$ cat src/rtl/axu_pkg.sv
package axu_pkg;

	// Width of one raw byte taken from the sensor FIFO.
	localparam int unsigned BYTE_W  = 8;
	// Bytes per FIFO word and the resulting word width.
	localparam int unsigned WORD_BYTES = 3;
	localparam int unsigned WORD_W  = BYTE_W * WORD_BYTES;
	// Signed acceleration count carried in the upper bits of a word.
	localparam int unsigned COUNT_W = 20;
	localparam int unsigned COUNT_LSB = WORD_W - COUNT_W;

	// Marker bits inside a FIFO word.
	localparam int unsigned MARK_END_BIT = 1;
	localparam int unsigned MARK_X_BIT   = 0;

	// Packed output data: X, Y and Z counts padded up to whole bytes.
	localparam int unsigned ODATA_RAW_W = 3 * COUNT_W;
	localparam int unsigned ODATA_W     = ((ODATA_RAW_W + 7) / 8) * 8;

	typedef logic signed [COUNT_W-1:0] count_t;

	// A completed 24-bit word leaving the byte assembler.
	typedef struct packed {
		logic              valid;
		logic [WORD_W-1:0] data;
	} word_t;

	// One result leaving the axis tracker.
	typedef struct packed {
		logic   valid;
		count_t x;
		count_t y;
		count_t z;
		logic   fifo_end;
	} result_t;

endpackage

$ cat src/rtl/axu_word_asm.sv
module axu_word_asm
	import axu_pkg::*;
(
	input  logic              clk,
	input  logic              arst_n,
	input  logic              step,
	input  logic [BYTE_W-1:0] fifo_byte,
	output word_t             word
);

	localparam logic [1:0] PH_HIGH = 2'd0;
	localparam logic [1:0] PH_MID  = 2'd1;
	localparam logic [1:0] PH_LOW  = 2'd2;

	logic [1:0]          byte_phase_q;
	logic [1:0]          byte_phase_d;
	logic [2*BYTE_W-1:0] word_upper_q;
	logic [2*BYTE_W-1:0] word_upper_d;

	always_comb begin
		byte_phase_d = byte_phase_q;
		word_upper_d = word_upper_q;
		word.valid   = 1'b0;
		word.data    = {word_upper_q, fifo_byte};
		unique case (byte_phase_q)
			PH_HIGH: begin
				word_upper_d = {fifo_byte, {BYTE_W{1'b0}}};
				byte_phase_d = PH_MID;
			end
			PH_MID: begin
				word_upper_d = {word_upper_q[2*BYTE_W-1:BYTE_W], fifo_byte};
				byte_phase_d = PH_LOW;
			end
			// The low byte; the unused fourth code behaves the same way.
			default: begin
				word.valid   = step;
				byte_phase_d = PH_HIGH;
			end
		endcase
	end

	always_ff @(posedge clk or negedge arst_n) begin
		if (!arst_n) begin
			byte_phase_q <= PH_HIGH;
			word_upper_q <= '0;
		end else if (step) begin
			byte_phase_q <= byte_phase_d;
			word_upper_q <= word_upper_d;
		end
	end

endmodule

$ cat src/rtl/axu_axis_track.sv
module axu_axis_track
	import axu_pkg::*;
(
	input  logic    clk,
	input  logic    arst_n,
	input  word_t   word,
	output result_t result
);

	localparam logic [1:0] AX_WAIT_X = 2'd0;
	localparam logic [1:0] AX_WAIT_Y = 2'd1;
	localparam logic [1:0] AX_WAIT_Z = 2'd2;

	logic [1:0] axis_phase_q;
	logic [1:0] axis_phase_d;
	count_t     held_x_q;
	count_t     held_x_d;
	count_t     held_y_q;
	count_t     held_y_d;
	count_t     count;
	logic       is_end;
	logic       is_x;

	assign count  = count_t'(word.data[WORD_W-1:COUNT_LSB]);
	assign is_end = word.data[MARK_END_BIT];
	assign is_x   = word.data[MARK_X_BIT];

	always_comb begin
		axis_phase_d    = axis_phase_q;
		held_x_d        = held_x_q;
		held_y_d        = held_y_q;
		result.valid    = 1'b0;
		result.x        = held_x_q;
		result.y        = held_y_q;
		result.z        = count;
		result.fifo_end = 1'b0;
		if (is_end) begin
			// The end marker wins over the X bit and leaves the triple alone.
			result.valid    = word.valid;
			result.x        = '0;
			result.y        = '0;
			result.z        = '0;
			result.fifo_end = 1'b1;
		end else if (is_x) begin
			held_x_d     = count;
			held_y_d     = '0;
			axis_phase_d = AX_WAIT_Y;
		end else begin
			unique case (axis_phase_q)
				AX_WAIT_X: begin
					// A stray Y or Z word is dropped.
				end
				AX_WAIT_Y: begin
					held_y_d     = count;
					axis_phase_d = AX_WAIT_Z;
				end
				default: begin
					result.valid = word.valid;
					axis_phase_d = AX_WAIT_X;
				end
			endcase
		end
	end

	always_ff @(posedge clk or negedge arst_n) begin
		if (!arst_n) begin
			axis_phase_q <= AX_WAIT_X;
			held_x_q     <= '0;
			held_y_q     <= '0;
		end else if (word.valid) begin
			axis_phase_q <= axis_phase_d;
			held_x_q     <= held_x_d;
			held_y_q     <= held_y_d;
		end
	end

endmodule

$ cat src/rtl/accel_fifo_xyz_unpacker_top.sv
// Accelerometer FIFO unpacker. Raw bytes read from the sensor FIFO enter on
// the slave stream, one byte per transaction. Every three bytes form a
// 24-bit word, most significant byte first. A word with bit 1 set is the
// end-of-FIFO marker and produces one result with fifo_end set and all
// counts zero. Otherwise bit 0 set marks an X word; the next two sample
// words are taken as Y and Z, and the Z word produces one result with the
// three signed 20-bit counts (word bits 23:4). A Y or Z word that arrives
// while X is awaited is discarded, and a new X word restarts the triple.
// Scaling the counts to physical units is up to the consumer. The block
// accepts one byte per clock cycle: each byte is held in an input register,
// passes combinationally through the byte assembler and axis tracker, and
// any result lands in the output register. Throughput drops only while the
// output register holds a result that the downstream side has not taken.
module accel_fifo_xyz_unpacker_top
	import axu_pkg::*;
(
	input  logic               clk,
	input  logic               arst_n,
	// Input byte stream.
	input  logic               s_tvalid,
	output logic               s_tready,
	input  logic [BYTE_W-1:0]  s_tdata,   // [7:0] fifo_byte
	// Result stream.
	output logic               m_tvalid,
	input  logic               m_tready,
	output logic [ODATA_W-1:0] m_tdata,   // [19:0] accel_x, [39:20] accel_y,
	                                      // [59:40] accel_z, [63:60] zero
	output logic               m_tuser    // [0] fifo_end
);

	logic              valid_s1;
	logic [BYTE_W-1:0] byte_s1;
	logic              out_free;
	logic              step;
	word_t             word;
	result_t           result;
	result_t           result_s2;

	// The held byte moves on whenever the output register can take a result.
	assign out_free = !result_s2.valid || m_tready;
	assign step     = valid_s1 && out_free;
	assign s_tready = !valid_s1 || out_free;

	always_ff @(posedge clk or negedge arst_n) begin
		if (!arst_n) begin
			valid_s1 <= 1'b0;
		end else if (s_tready) begin
			valid_s1 <= s_tvalid;
		end
	end

	always_ff @(posedge clk) begin
		if (s_tready && s_tvalid) begin
			byte_s1 <= s_tdata;
		end
	end

	axu_word_asm u_word_asm (
		.clk       (clk),
		.arst_n    (arst_n),
		.step      (step),
		.fifo_byte (byte_s1),
		.word      (word)
	);

	axu_axis_track u_axis_track (
		.clk    (clk),
		.arst_n (arst_n),
		.word   (word),
		.result (result)
	);

	// Output register; a completed transaction frees it for the next result.
	always_ff @(posedge clk or negedge arst_n) begin
		if (!arst_n) begin
			result_s2 <= '0;
		end else if (out_free) begin
			result_s2.valid <= result.valid;
			if (result.valid) begin
				result_s2.x        <= result.x;
				result_s2.y        <= result.y;
				result_s2.z        <= result.z;
				result_s2.fifo_end <= result.fifo_end;
			end
		end
	end

	assign m_tvalid = result_s2.valid;
	assign m_tdata  = {{(ODATA_W - ODATA_RAW_W){1'b0}},
	                   result_s2.z, result_s2.y, result_s2.x};
	assign m_tuser  = result_s2.fifo_end;

endmodule

$ cat config.mk
export PLATFORM = sky130hd
export DESIGN_NAME = accel_fifo_xyz_unpacker_top
export DESIGN_NICKNAME = d
export VERILOG_FILES = /design/src/rtl/axu_pkg.sv /design/src/rtl/axu_word_asm.sv /design/src/rtl/axu_axis_track.sv /design/src/rtl/accel_fifo_xyz_unpacker_top.sv
export SDC_FILE = /design/constraint.sdc
export NUM_CORES = 1
export LEC_CHECK = 0
export ABC_AREA = 1
export BUFFER_PORTS_ARGS = -buffer_cell sky130_fd_sc_hd__buf_2
export CORE_ASPECT_RATIO = 2
export CORE_MARGIN = 5
export CORE_UTILIZATION = 57
export CTS_CLUSTER_SIZE = 14
export DETAILED_ROUTE_END_ITERATION = 12
export GPL_TIMING_DRIVEN = 1
export MAX_ROUTING_LAYER = met4
export PLACE_DENSITY = 0.84
export SYNTH_ARGS = -nofsm -noshare
export SYNTH_HDL_FRONTEND = slang
export SYNTH_SLANG_ARGS = --single-unit
$ cat constraint.sdc
create_clock -name clk -period 1.35 [get_ports clk]
set_input_delay 0.405 -clock clk [delete_from_list [all_inputs] [get_ports clk]]
set_output_delay 0.405 -clock clk [all_outputs]
set_load 0.02 [all_outputs]
==> impl_metrics.tcl <==
set metrics [dict create \
    design_area_sq_um 8050 \
    cts_tree "done" \
    rows 51 \
    synth_cells 705 \
    drive_gt1_frac 0.249 \
    total_power_mw 18.6 \
    ant_nets 0 \
    rsz0062_at_grt "true" \
    place_worst_setup_slack_ps -76.9 \
    drv_slew 0 \
    worst_slack_ps -257 \
    crit_chain "buf_4 > nand2_4 > nand2_4 > nor2_4 > buf_6 > nand2_8 > clkbuf_16 > nand2_1 > nand2_1" \
    crit_path_start_kind "flip-flop" \
    cellPowerDensity_nw_per_um2 2310 \
    area_delta_synth_final_pct 42.2 \
    drt_iter0_drc 505 \
    synth.top_cells.by_area "dfrtp_1, nand2_1, nor2_1" \
    track_usage 0.260 \
    place_hpwl_microns 9030 \
    die_w_microns 80.5 \
    fin_skew_ps 9.05 \
    clock_path_buffers 2 \
    syn_area_per_cell_sq_um 8.03 \
    worst_ep_arrival_time_ps 1880 \
    antenna_found_initial 0 \
    drtPass1Iterations 5 \
    crit_path_end_kind "flip-flop" \
    core_area_sq_um 9760 \
    finalWeightedCongestion 0.965 \
    via_count 5216 \
    critPathMaxFanout 5 \
    required_ps 1630 \
    initial_core_util 0.580 \
    wl_microns 17200 \
    grt_pass1_wl_microns 23300 \
    h-tree-depth 4 \
    die_area_sq_um 12100 \
    hold_class "input port to flip-flop" \
    place_area_sq_um 6240 \
    critical_path_class "flip-flop to flip-flop" \
    outcome "finished, violations left" \
    synth_seq_cells 131 \
    final_core_util 0.824 \
    viasPerCell 5.25 \
    worstSkewPairLatency_ps 420 \
    grt_pass1_vias 4928 \
    failed_checks "setup timing" \
    port-buffer-count 74 \
    max_cap_viol_count 0 \
    fmax_mhz 622 \
    antenna-diode-count 0 \
    cts_made_buffers 17 \
    setup_tns_ps -15580 \
    hold_viol_final 0 \
    crit_path_max_incr_delay_ps 410 \
    drcViolationCount 0 \
    grt_overflow 0 \
    yosysUniqueCellTypes 19 \
    die_h_microns 151 \
    cpMaxStageDelayCell "dfrtp_1" \
    ir_worst_vdd_uv 1510 \
    synth_top_cell_by_area "dfrtp_1" \
    p_leak_nw 4.47 \
    cts_root_buf "clkbuf_16" \
    grt_max_degree 40 \
    nFillCells 545 \
    layout.nets 861 \
    multi_input_area_sq_um 1950 \
    wl_per_cell_microns 17.3 \
    setup_viol 146 \
    yosysWarnings 0 \
    synth_top_area_frac 0.544 \
    layout_min_cycle_time_ps 1610 \
    period_share 1.19 \
    ys_seq_area_frac 0.586 \
    clk_pin_slew_ps 60 \
    seqCellArea_sq_um 3320 \
    io_pins 79 \
    syn_area_sq_um 5660 \
    clock-sinks 131 \
]
## final cells by class
class,instances,share of cell area
sequential,131,0.412
multi-input combinational,469,0.242
timing repair buffer,159,0.210
clock buffer,22,0.0616
inverter,71,0.0331
clock inverter,10,0.0208
tap,132,0.0205
## path summary, 6_finish.rpt
check	from	cells after the start	slack, ps	to
setup / recovery	m_tvalid	9	-260	m_tdata[1]
hold / removal	s_tdata[2]	1	160	byte_s1[2]
setup reg to reg	m_tvalid	9	-260	m_tdata[1]
hold reg to reg	u_axis_track.held_y_q[9]	2	470	u_axis_track.held_y_q[9]
max in group asynchronous	arst_n	3	420	m_tdata[28]
min in group asynchronous	arst_n	2	420	u_axis_track.held_x_q[7]
## sequential cells by signal, summed over array words and instances (netlist names), 2 cells and up
signal and cells:
u_word_asm.byte_phase_q 2, u_axis_track.held_y_q 20, m_tdata 60, byte_s1 8
u_axis_track.held_x_q 20, u_word_asm.word_upper_q 16, u_axis_track.axis_phase_q 2
## layout by cell type, fill, tap and decap left out, drive strengths merged
cell / instances
clkinvlp: 1
bufinv: 4
dfrtp: 123
buf: 152
nand2: 333
inv: 72
clkinv: 4
conb: 4
clkbuf: 28
edfxtp: 8
nand3: 40
nor2: 87
a21oi: 1
o21ai: 3
nor3: 1
dlygate4sd3: 1
## where the power goes
part           leakage (nW)  internal, mW  switching, mW
clock network         0.322          3.36           1.73
registers              1.72          5.44           1.23
logic                  2.42          3.18           3.67
## per-layer routing
metal,vias up,routed length (microns),part of all wire,track usage
met3,89,769,0.045,0.0595
met5,-,0,0,-
met4,0,1180,0.068,0.135
met2,225,9480,0.55,0.446
met1,2527,5770,0.34,0.275
li1,2375,-,-,-
## through the flow
step / hold WS [ps] / instances
global placement: 313 / 896
global route: 160 / 994
CTS: 150 / 957
finish: 162 / 994
detailed placement: 322 / 896
floorplan: 109 / 708
## worst max-delay path: cells and delay by family, from the launching register on
family	cells	cell delay (ps)
and+or+nand+nor	6	590
buffers and inverters	3	460
DFF	1	410
## what timing repair did
action	in CTS	in global routing
buffers inserted	28	26
gates cloned	0	11
hold buffers	1	0
pin swaps	2	2
endpoints found under the setup margin	83	184
gates resized for setup	128	27
endpoints found under the hold margin	18	0
## synthesized netlist by cell type
cell / number
buf_6: 7
nor2_2: 1
a21oi_1: 1
conb_1: 1
clkinv_1: 1
buf_4: 5
buf_2: 20
inv_2: 2
nor3_1: 1
nor2_1: 84
dfrtp_1: 123
clkbuf_1: 6
nand3_1: 40
nor2_4: 2
edfxtp_1: 8
o21ai_0: 3
nand2_1: 326
nand2_2: 6
inv_1: 68
## cell families after synthesis
| group | count (synthesis) | synth area share |
|---|---|---|
| AO/OA/AOI/OAI | 4 | 0.00354 |
| flip-flops | 131 | 0.586 |
| other | 1 | 0.000663 |
| AND/OR/NAND/NOR | 460 | 0.320 |
| buffers and inverters | 109 | 0.0893 |
(Power assumes the default switching activity.)
